<file path="src/jacobi_stencil_3d_engine_unit_assert.svh">
// Assertion macros shared by the stencil engine RTL.
`ifndef JACOBI_STENCIL_3D_ENGINE_UNIT_ASSERT_SVH
`define JACOBI_STENCIL_3D_ENGINE_UNIT_ASSERT_SVH

// Same-cycle implication, checked out of reset.
`define JSE_CHECK(label, ante, cons, msg) \
   label: assert property (@(posedge clock) disable iff (reset) (ante) |-> (cons)) \
      else $error(msg);

// Next-cycle implication, checked out of reset.
`define JSE_CHECK_NEXT(label, ante, cons, msg) \
   label: assert property (@(posedge clock) disable iff (reset) (ante) |=> (cons)) \
      else $error(msg);

`endif

</file>
<file path="src/jse_pkg.sv">
// Shared types, constants and fixed-point helpers of the stencil engine.
package jse_pkg;

   localparam int GRID_SIDE  = 16;
   localparam int CELL_COUNT = GRID_SIDE * GRID_SIDE * GRID_SIDE;
   localparam int ADDR_W     = $clog2(CELL_COUNT);
   localparam int CNT_W      = $clog2(CELL_COUNT + 1);
   localparam int COORD_W    = $clog2(GRID_SIDE);
   localparam int SIDE_W     = $clog2(GRID_SIDE + 1);
   localparam int SS_W       = $clog2(GRID_SIDE * GRID_SIDE + 1);
   localparam int DATA_W     = 32;
   localparam int STEP_W     = 16;
   localparam int CFG_SIDE_W = 5;
   localparam int REG_IDX_W  = 3;
   localparam int PHASE_W    = 3;

   // Request commands
   localparam logic [1:0] CMD_LOAD = 2'd0;
   localparam logic [1:0] CMD_RUN  = 2'd1;
   localparam logic [1:0] CMD_READ = 2'd2;

   // Result kinds
   localparam logic [1:0] KIND_RUN_DONE = 2'd0;
   localparam logic [1:0] KIND_READ     = 2'd1;
   localparam logic [1:0] KIND_RANGE    = 2'd2;

   // Register indexes
   localparam logic [REG_IDX_W-1:0] REG_CENTER = 3'd0;
   localparam logic [REG_IDX_W-1:0] REG_WA     = 3'd1;
   localparam logic [REG_IDX_W-1:0] REG_WB     = 3'd2;
   localparam logic [REG_IDX_W-1:0] REG_WC     = 3'd3;
   localparam logic [REG_IDX_W-1:0] REG_STEPS  = 3'd4;
   localparam logic [REG_IDX_W-1:0] REG_SIDE   = 3'd5;

   // Read phases of one cell: center, then z+, z-, y+, y-, x+, x-
   localparam logic [PHASE_W-1:0] PH_CENTER = 3'd0;
   localparam logic [PHASE_W-1:0] PH_ZP     = 3'd1;
   localparam logic [PHASE_W-1:0] PH_ZM     = 3'd2;
   localparam logic [PHASE_W-1:0] PH_YP     = 3'd3;
   localparam logic [PHASE_W-1:0] PH_YM     = 3'd4;
   localparam logic [PHASE_W-1:0] PH_XP     = 3'd5;
   localparam logic [PHASE_W-1:0] PH_XM     = 3'd6;

   typedef struct packed {
      logic [1:0]               command;
      logic [11:0]              cell_index;
      logic signed [DATA_W-1:0] cell_value;
   } req_type;

   typedef struct packed {
      logic [1:0]               result_kind;
      logic signed [DATA_W-1:0] read_value;
   } rsp_type;

   // Memory traffic and status from the sweep sequencer
   typedef struct packed {
      logic [ADDR_W-1:0]        rd_addr;
      logic                     wr_en;
      logic [ADDR_W-1:0]        wr_addr;
      logic signed [DATA_W-1:0] wr_data;
      logic                     flip;
      logic                     done;
   } sweep_ctl_type;

   typedef enum logic [1:0] {TOP_IDLE, TOP_RUN, TOP_DONE} top_state_type;
   typedef enum logic [1:0] {SW_IDLE, SW_RUN, SW_DRAIN} sweep_state_type;

   // Saturating signed 32-bit add
   function automatic logic signed [DATA_W-1:0] sat_add(logic signed [DATA_W-1:0] a,
                                                      logic signed [DATA_W-1:0] b);
      logic signed [DATA_W:0] s;
      s = {a[DATA_W-1], a} + {b[DATA_W-1], b};
      if (s[DATA_W] != s[DATA_W-1]) begin
         sat_add = s[DATA_W] ? {1'b1, {(DATA_W-1){1'b0}}} : {1'b0, {(DATA_W-1){1'b1}}};
      end else begin
         sat_add = s[DATA_W-1:0];
      end
   endfunction

   // Floor shift of a Q32.32 product back to Q16.16, saturated
   function automatic logic signed [DATA_W-1:0] sat_shift(logic signed [63:0] p);
      logic signed [47:0] q;
      q = p[63:16];
      if (q[47:31] == {17{q[47]}}) begin
         sat_shift = q[31:0];
      end else begin
         sat_shift = q[47] ? {1'b1, {(DATA_W-1){1'b0}}} : {1'b0, {(DATA_W-1){1'b1}}};
      end
   endfunction

endpackage

</file>
<file path="src/jse_sweep.sv">
// Sweep sequencer: walks the grid, reads seven cells per active cell, copies the rest, multiplies and accumulates.
module jse_sweep (
   input  logic                             clock,
   input  logic                             reset,
   input  logic                             start,
   input  logic [jse_pkg::SIDE_W-1:0]       side,
   input  logic signed [jse_pkg::DATA_W-1:0] center_weight,
   input  logic signed [jse_pkg::DATA_W-1:0] nbr_weight,
   input  logic [jse_pkg::STEP_W-1:0]       steps,
   input  logic signed [jse_pkg::DATA_W-1:0] rd_data,
   output jse_pkg::sweep_ctl_type           ctl
);

   localparam int AW = jse_pkg::ADDR_W;
   localparam int DW = jse_pkg::DATA_W;

   jse_pkg::sweep_state_type state_ff, state_in;

   logic [jse_pkg::COORD_W-1:0] x_ff, x_in, y_ff, y_in, z_ff, z_in;
   logic [jse_pkg::CNT_W-1:0]   i_ff, i_in;
   logic [jse_pkg::PHASE_W-1:0] phase_ff, phase_in;
   logic [jse_pkg::STEP_W-1:0]  sweeps_ff, sweeps_in;

   logic v1_ff, mask1_ff, first1_ff, last1_ff, copy1_ff;
   logic [AW-1:0] idx1_ff;
   logic v2_ff, first2_ff, last2_ff, copy2_ff;
   logic [AW-1:0] idx2_ff;
   logic signed [63:0] prod2_ff, prod2_in;
   logic signed [DW-1:0] raw2_ff, acc_ff, acc_in;
   logic wr_en_ff;
   logic [AW-1:0] wr_addr_ff;
   logic signed [DW-1:0] wr_data_ff;

   logic [jse_pkg::SS_W-1:0]  ss;
   logic [jse_pkg::CNT_W-1:0] cells;
   logic in_compute, issue, at_end, drained, flip, last_sweep;
   logic [AW-1:0] idx, rd_addr;
   logic mask, first, last;
   logic z_hi, z_lo, y_hi, y_lo, x_hi, x_lo;
   logic signed [DW-1:0] wsel, term, sum;

   // Grid geometry
   assign ss    = jse_pkg::SS_W'(side) * jse_pkg::SS_W'(side);
   assign cells = jse_pkg::CNT_W'(ss) * jse_pkg::CNT_W'(side);
   assign idx   = i_ff[AW-1:0];
   assign in_compute = i_ff < cells;

   assign z_hi = (jse_pkg::SIDE_W'(z_ff) + jse_pkg::SIDE_W'(1)) < side;
   assign y_hi = (jse_pkg::SIDE_W'(y_ff) + jse_pkg::SIDE_W'(1)) < side;
   assign x_hi = (jse_pkg::SIDE_W'(x_ff) + jse_pkg::SIDE_W'(1)) < side;
   assign z_lo = z_ff != '0;
   assign y_lo = y_ff != '0;
   assign x_lo = x_ff != '0;

   // Pick neighbor address and edge mask for this phase
   always_comb begin
      rd_addr = idx;
      mask    = 1'b1;
      if (in_compute) begin
         case (phase_ff)
            jse_pkg::PH_ZP: begin rd_addr = idx + AW'(1);       mask = z_hi; end
            jse_pkg::PH_ZM: begin rd_addr = idx - AW'(1);       mask = z_lo; end
            jse_pkg::PH_YP: begin rd_addr = idx + AW'(side);    mask = y_hi; end
            jse_pkg::PH_YM: begin rd_addr = idx - AW'(side);    mask = y_lo; end
            jse_pkg::PH_XP: begin rd_addr = idx + AW'(ss);      mask = x_hi; end
            jse_pkg::PH_XM: begin rd_addr = idx - AW'(ss);      mask = x_lo; end
            default:        begin rd_addr = idx;                mask = 1'b1; end
         endcase
      end
   end

   assign first = !in_compute || (phase_ff == jse_pkg::PH_CENTER);
   assign last  = !in_compute || (phase_ff == jse_pkg::PH_XM);

   // Sequencer status
   assign issue      = state_ff == jse_pkg::SW_RUN;
   assign at_end     = issue && (i_ff == jse_pkg::CNT_W'(jse_pkg::CELL_COUNT - 1)) && last;
   assign drained    = !v1_ff && !v2_ff && !wr_en_ff;
   assign last_sweep = (sweeps_ff + jse_pkg::STEP_W'(1)) == steps;

   // Next state
   always_comb begin
      state_in = state_ff;
      unique case (state_ff)
         jse_pkg::SW_IDLE:  if (start) state_in = jse_pkg::SW_RUN;
         jse_pkg::SW_RUN:   if (at_end) state_in = jse_pkg::SW_DRAIN;
         jse_pkg::SW_DRAIN: begin
            if (drained) state_in = last_sweep ? jse_pkg::SW_IDLE : jse_pkg::SW_RUN;
         end
         default:           state_in = jse_pkg::SW_IDLE;
      endcase
   end

   // Outputs of the state machine
   always_comb begin
      flip = 1'b0;
      unique case (state_ff)
         jse_pkg::SW_DRAIN: flip = drained;
         default:           flip = 1'b0;
      endcase
   end

   // Advance cell walk and sweep count
   always_comb begin
      x_in      = x_ff;
      y_in      = y_ff;
      z_in      = z_ff;
      i_in      = i_ff;
      phase_in  = phase_ff;
      sweeps_in = sweeps_ff;
      if (state_ff == jse_pkg::SW_IDLE || flip) begin
         x_in     = '0;
         y_in     = '0;
         z_in     = '0;
         i_in     = '0;
         phase_in = jse_pkg::PH_CENTER;
         if (state_ff == jse_pkg::SW_IDLE && start) sweeps_in = '0;
         if (flip) sweeps_in = sweeps_ff + jse_pkg::STEP_W'(1);
      end else if (issue) begin
         if (in_compute && !last) begin
            phase_in = phase_ff + jse_pkg::PHASE_W'(1);
         end else begin
            phase_in = jse_pkg::PH_CENTER;
            i_in     = i_ff + jse_pkg::CNT_W'(1);
            if (in_compute) begin
               if (z_hi) begin
                  z_in = z_ff + jse_pkg::COORD_W'(1);
               end else begin
                  z_in = '0;
                  if (y_hi) begin
                     y_in = y_ff + jse_pkg::COORD_W'(1);
                  end else begin
                     y_in = '0;
                     x_in = x_ff + jse_pkg::COORD_W'(1);
                  end
               end
            end
         end
      end
   end

   // Multiply stage: center weight on the first read, neighbor weight after
   assign wsel     = first1_ff ? center_weight : nbr_weight;
   assign prod2_in = mask1_ff ? (64'(wsel) * 64'(rd_data)) : '0;

   // Accumulate stage with saturation
   assign term   = jse_pkg::sat_shift(prod2_ff);
   assign sum    = first2_ff ? term : jse_pkg::sat_add(acc_ff, term);
   assign acc_in = v2_ff ? sum : acc_ff;

   // Control registers
   always_ff @(posedge clock) begin
      if (reset) begin
         state_ff  <= jse_pkg::SW_IDLE;
         x_ff      <= '0;
         y_ff      <= '0;
         z_ff      <= '0;
         i_ff      <= '0;
         phase_ff  <= jse_pkg::PH_CENTER;
         sweeps_ff <= '0;
         v1_ff     <= 1'b0;
         v2_ff     <= 1'b0;
         wr_en_ff  <= 1'b0;
      end else begin
         state_ff  <= state_in;
         x_ff      <= x_in;
         y_ff      <= y_in;
         z_ff      <= z_in;
         i_ff      <= i_in;
         phase_ff  <= phase_in;
         sweeps_ff <= sweeps_in;
         v1_ff     <= issue;
         v2_ff     <= v1_ff;
         wr_en_ff  <= v2_ff && last2_ff;
      end
   end

   // Pipeline payload
   always_ff @(posedge clock) begin
      mask1_ff   <= mask;
      first1_ff  <= first;
      last1_ff   <= last;
      copy1_ff   <= !in_compute;
      idx1_ff    <= idx;
      first2_ff  <= first1_ff;
      last2_ff   <= last1_ff;
      copy2_ff   <= copy1_ff;
      idx2_ff    <= idx1_ff;
      prod2_ff   <= prod2_in;
      raw2_ff    <= rd_data;
      acc_ff     <= acc_in;
      wr_addr_ff <= idx2_ff;
      wr_data_ff <= copy2_ff ? raw2_ff : sum;
   end

   assign ctl.rd_addr = rd_addr;
   assign ctl.wr_en   = wr_en_ff;
   assign ctl.wr_addr = wr_addr_ff;
   assign ctl.wr_data = wr_data_ff;
   assign ctl.flip    = flip;
   assign ctl.done    = flip && last_sweep;

endmodule

</file>
<file path="config.mk">
export PLATFORM = sky130hd
export DESIGN_NAME = jse_sweep
export DESIGN_NICKNAME = d
export VERILOG_FILES = /design/src/jacobi_stencil_3d_engine_unit_assert.svh /design/src/jse_pkg.sv /design/src/jse_sweep.sv
export SDC_FILE = /design/constraint.sdc
export NUM_CORES = 2
export LEC_CHECK = 0
export BUFFER_PORTS_ARGS = -buffer_cell sky130_fd_sc_hd__buf_2
export CAP_MARGIN = 10
export CORE_UTILIZATION = 64
export DETAILED_ROUTE_END_ITERATION = 10
export GPL_TIMING_DRIVEN = 0
export PLACE_DENSITY = 0.91
export RECOVER_POWER = 100
export SETUP_SLACK_MARGIN = 0.15
export SLEW_MARGIN = 20
export SYNTH_ARGS = -nofsm -noshare
export SYNTH_HDL_FRONTEND = slang
export SYNTH_SLANG_ARGS = --single-unit
</file>
<file path="constraint.sdc">
create_clock -name clock -period 13.2 [get_ports clock]
set_input_delay 0.66 -clock clock [delete_from_list [all_inputs] [get_ports clock]]
set_output_delay 0.66 -clock clock [all_outputs]
set_load 0.005 [all_outputs]
</file>
==> flow_summary.json <==
{
  "synthDistinctLibCells": 95,
  "drtPass1Iterations": 6,
  "ys_async_sr_fraction_pct": 0,
  "post_cts_buffers": 0,
  "cp.arrival_ps": 12630,
  "portBuffers": 177,
  "antenna_left": 0,
  "ctsResizeCount": 0,
  "vias_per_cell": 6.089,
  "globalplace.congestion": 1.082,
  "synth_cells": 5455,
  "period_needed_ps": 12220,
  "ys_seq_area_share_pct": 10.16,
  "max-slew-margin-rel_pct": -83.94,
  "worst_pin_slew_ps": 2690,
  "route.detailed.drc": 0,
  "grt_pass1_wl_mm": 262.7,
  "cts_sinks": 236,
  "crit_path_end_kind": "flip-flop",
  "initial_core_util_pct": 65.08,
  "drv_slew": 51,
  "wl_per_cell_um": 25.48,
  "synth_nets": 6971,
  "hold_path.class": "reg2reg",
  "setup_tns_ps": 0,
  "ys.flop_type": "dfxtp_1",
  "syn_to_final_growth_pct": 5.599,
  "drt_iter0_drc": 4509,
  "final_net_count": 7174,
  "fmax_ghz": 0.08183,
  "antenna_found_initial": 16,
  "crit_path_start": "first1_ff$_DFF_P_",
  "die_y_um": 280.6,
  "critical_path_class": "reg2reg",
  "setup_viol": 0,
  "cp-endpoint": "prod2_ff[63]$_SDFF_PN0_",
  "dr_total_vias": 40880,
  "finalCritPeriodShare_pct": 92.58,
  "dieArea_um2": 78740,
  "cp_max_fo": 11,
  "hold_buffers": 0,
  "crit_path_max_incr_delay_ps": 1070,
  "dieWidth_um": 280.6,
  "pin_count": 179,
  "skew_ps": 28.24,
  "htreeDepth": 1,
  "cts_tree": "built",
  "clock_latency_ps": 550,
  "drt-total-wl_mm": 171.1,
  "synth_edf_count": 32,
  "post_synth.cell_area_avg_um2": 9.107,
  "core_um2": 76330,
  "reg2reg_setup_slack_ps": 980,
  "status": "complete, but fails checks",
  "rows": 101,
  "rr_worst_depth": 30,
  "reg2reg_to": "prod2_ff[63]$_SDFF_PN0_",
  "grt_max_degree": 29,
  "track_usage_pct": 45.85,
  "place_hpwl_mm": 144.4,
  "failed_checks": "capacitance limit, slew limit",
  "critPathLaunchType": "flip-flop",
  "rsz0062_at_grt": "false",
  "synth-seq-cells": 236,
  "synth_warnings": 0,
  "drive_above_1_share_pct": 4.336,
  "cts-root-buf": "clkbuf_16",
  "grt_overflow": 0,
  "cap_violations": 4,
  "hold_viol": 0,
  "clock_path_buffers": 3,
  "syn_area_um2": 49680,
  "numCtsBuffers": 22,
  "grt_pass1_vias": 43310,
  "required_ps": 13610,
  "crit_slowest_cell": "o21ai_0",
  "r2r-start": "first1_ff$_DFF_P_",
  "clkTransAtPathRegs_ps": 70
}
registers in the layout, indices dropped and copies added, names as in the netlist, 2 cells and up:
register	cells
acc_ff	32
i_ff	13
idx1_ff	12
idx2_ff	12
phase_ff	3
prod2_ff	48
raw2_ff	32
state_ff	2
sweeps_ff	16
wr_addr_ff	12
wr_data_ff	32
x_ff	4
y_ff	4
z_ff	4
synth_stat cells, drive strengths merged, types with 6 or more instances:
master,count,area (um^2)
nor4,14,93.84
a21oi,183,934.7
xor2,45,394.1
o211ai,13,97.59
and3,26,162.7
nor2,189,709.4
buf,17,126.4
nand4,31,193.9
o21a,21,157.7
ha,294,3679
o21bai,23,172.7
a21o,79,593.1
o31ai,16,125.1
nand3b,6,45.04
a31oi,18,112.6
clkbuf,260,978.4
nor3,43,215.2
dfxtp,204,4084
or2,19,118.9
nand3,42,210.2
a21boi,11,86.33
o21ai,110,565.6
or3,17,106.4
and2,398,2492
a22o,21,254.0
a211oi,15,117.6
edfxtp,32,960.9
nand2b,14,87.58
mux2,59,668.1
nor3b,8,60.06
xnor2,107,944.7
a221oi,6,58.80
inv,1101,4133
nor2b,16,100.1
fa,1102,22060
nand2,824,3095
kinds of logic (layout without fill, tap and decap cells):
logic type / count (synthesis) / after routing / share of synthesized area, %
and+or+nand+nor: 1660 / 1660 / 15.71
adders and majority gates: 1397 / 1397 / 51.83
buffers and inverters: 1380 / 1599 / 10.56
AOI/OAI and AO/OA: 566 / 566 / 7.599
DFF: 236 / 236 / 10.16
xor gates and xnor gates: 152 / 152 / 2.695
muxes: 64 / 64 / 1.446
other: 0 / 9 / 0
worst min-delay path by stage:
| stage | from | to | slack, ps | cells after the start |
|---|---|---|---|---|
| 2_1_floorplan | copy1_ff$_DFF_P_ | copy2_ff$_DFF_P_ | 310 | 0 |
| 3_3_place_gp | idx2_ff[0]$_DFF_P_ | wr_addr_ff[0]$_DFF_P_ | 310 | 0 |
| 3_5_place_dp | idx2_ff[9]$_DFF_P_ | wr_addr_ff[9]$_DFF_P_ | 310 | 0 |
| 4_1_cts | idx1_ff[7]$_DFF_P_ | idx2_ff[7]$_DFF_P_ | 330 | 0 |
| 5_1_grt | idx2_ff[4]$_DFF_P_ | wr_addr_ff[4]$_DFF_P_ | 330 | 0 |
| 6_report | idx1_ff[7]$_DFF_P_ | idx2_ff[7]$_DFF_P_ | 320 | 0 |
layout by cell type (no fill, tap or decap), drive strengths merged, types with 42 or more instances in the layout:
cell type	netlist	layout
nand2	824	824
mux2	59	59
inv	1101	1104
nand3	42	42
nor2	189	189
clkbuf	260	381
xnor2	107	107
fa	1102	1102
xor2	45	45
a21o	79	79
and2	398	398
o21ai	110	110
a21oi	183	183
buf	17	105
ha	294	294
nor3	43	43
dfxtp	204	204
critical path: cells and delay by family, from the launching register on:
kind	cells	cell delay [ps]
AO/OA/AOI/OAI	6	3420
adder cells (fa/ha/maj)	9	3800
buffers and inverters	9	2410
flip-flops	1	690
multiplexers	2	830
AND/OR/NAND/NOR	4	920
metrics by stage:
stage	area, um^2	utilization (%)	hold slack (ps)	cells	setup WS, ps
4_1_cts	52620	68.93	325.7	6704	1685
5_1_grt	52440	68.70	332.4	6706	1059
2_1_floorplan	49680	-	309.6	5455	4674
3_3_place_gp	51850	67.93	311.3	6662	1855
3_5_place_dp	51890	67.99	312.1	6664	1736
6_report	52460	68.73	324.6	6713	979.1
metal layers:
layer / global-route usage (%) / wire length (um) / share of wire (%)
met2: 69.71 / 75040 / 44
met5: 0.1876 / 93 / 0.054
met1: 55.70 / 58850 / 34
met4: 36.00 / 17620 / 10
met3: 12.00 / 19460 / 11
final cells by class:
class / instances / area [um^2]
antenna: 9 / 22.52
buffer: 277 / 1090
clock buffer: 30 / 641.9
clock inverter: 10 / 80.08
fill: 6153 / 23870
inverter: 1103 / 4140
multi-input combinational: 3839 / 39350
sequential: 236 / 5045
tap: 1030 / 1289
timing repair buffer: 179 / 802.0
Power is not shown: default switching activity piles up to over one toggle a cycle in this logic, so the estimate is an artifact.
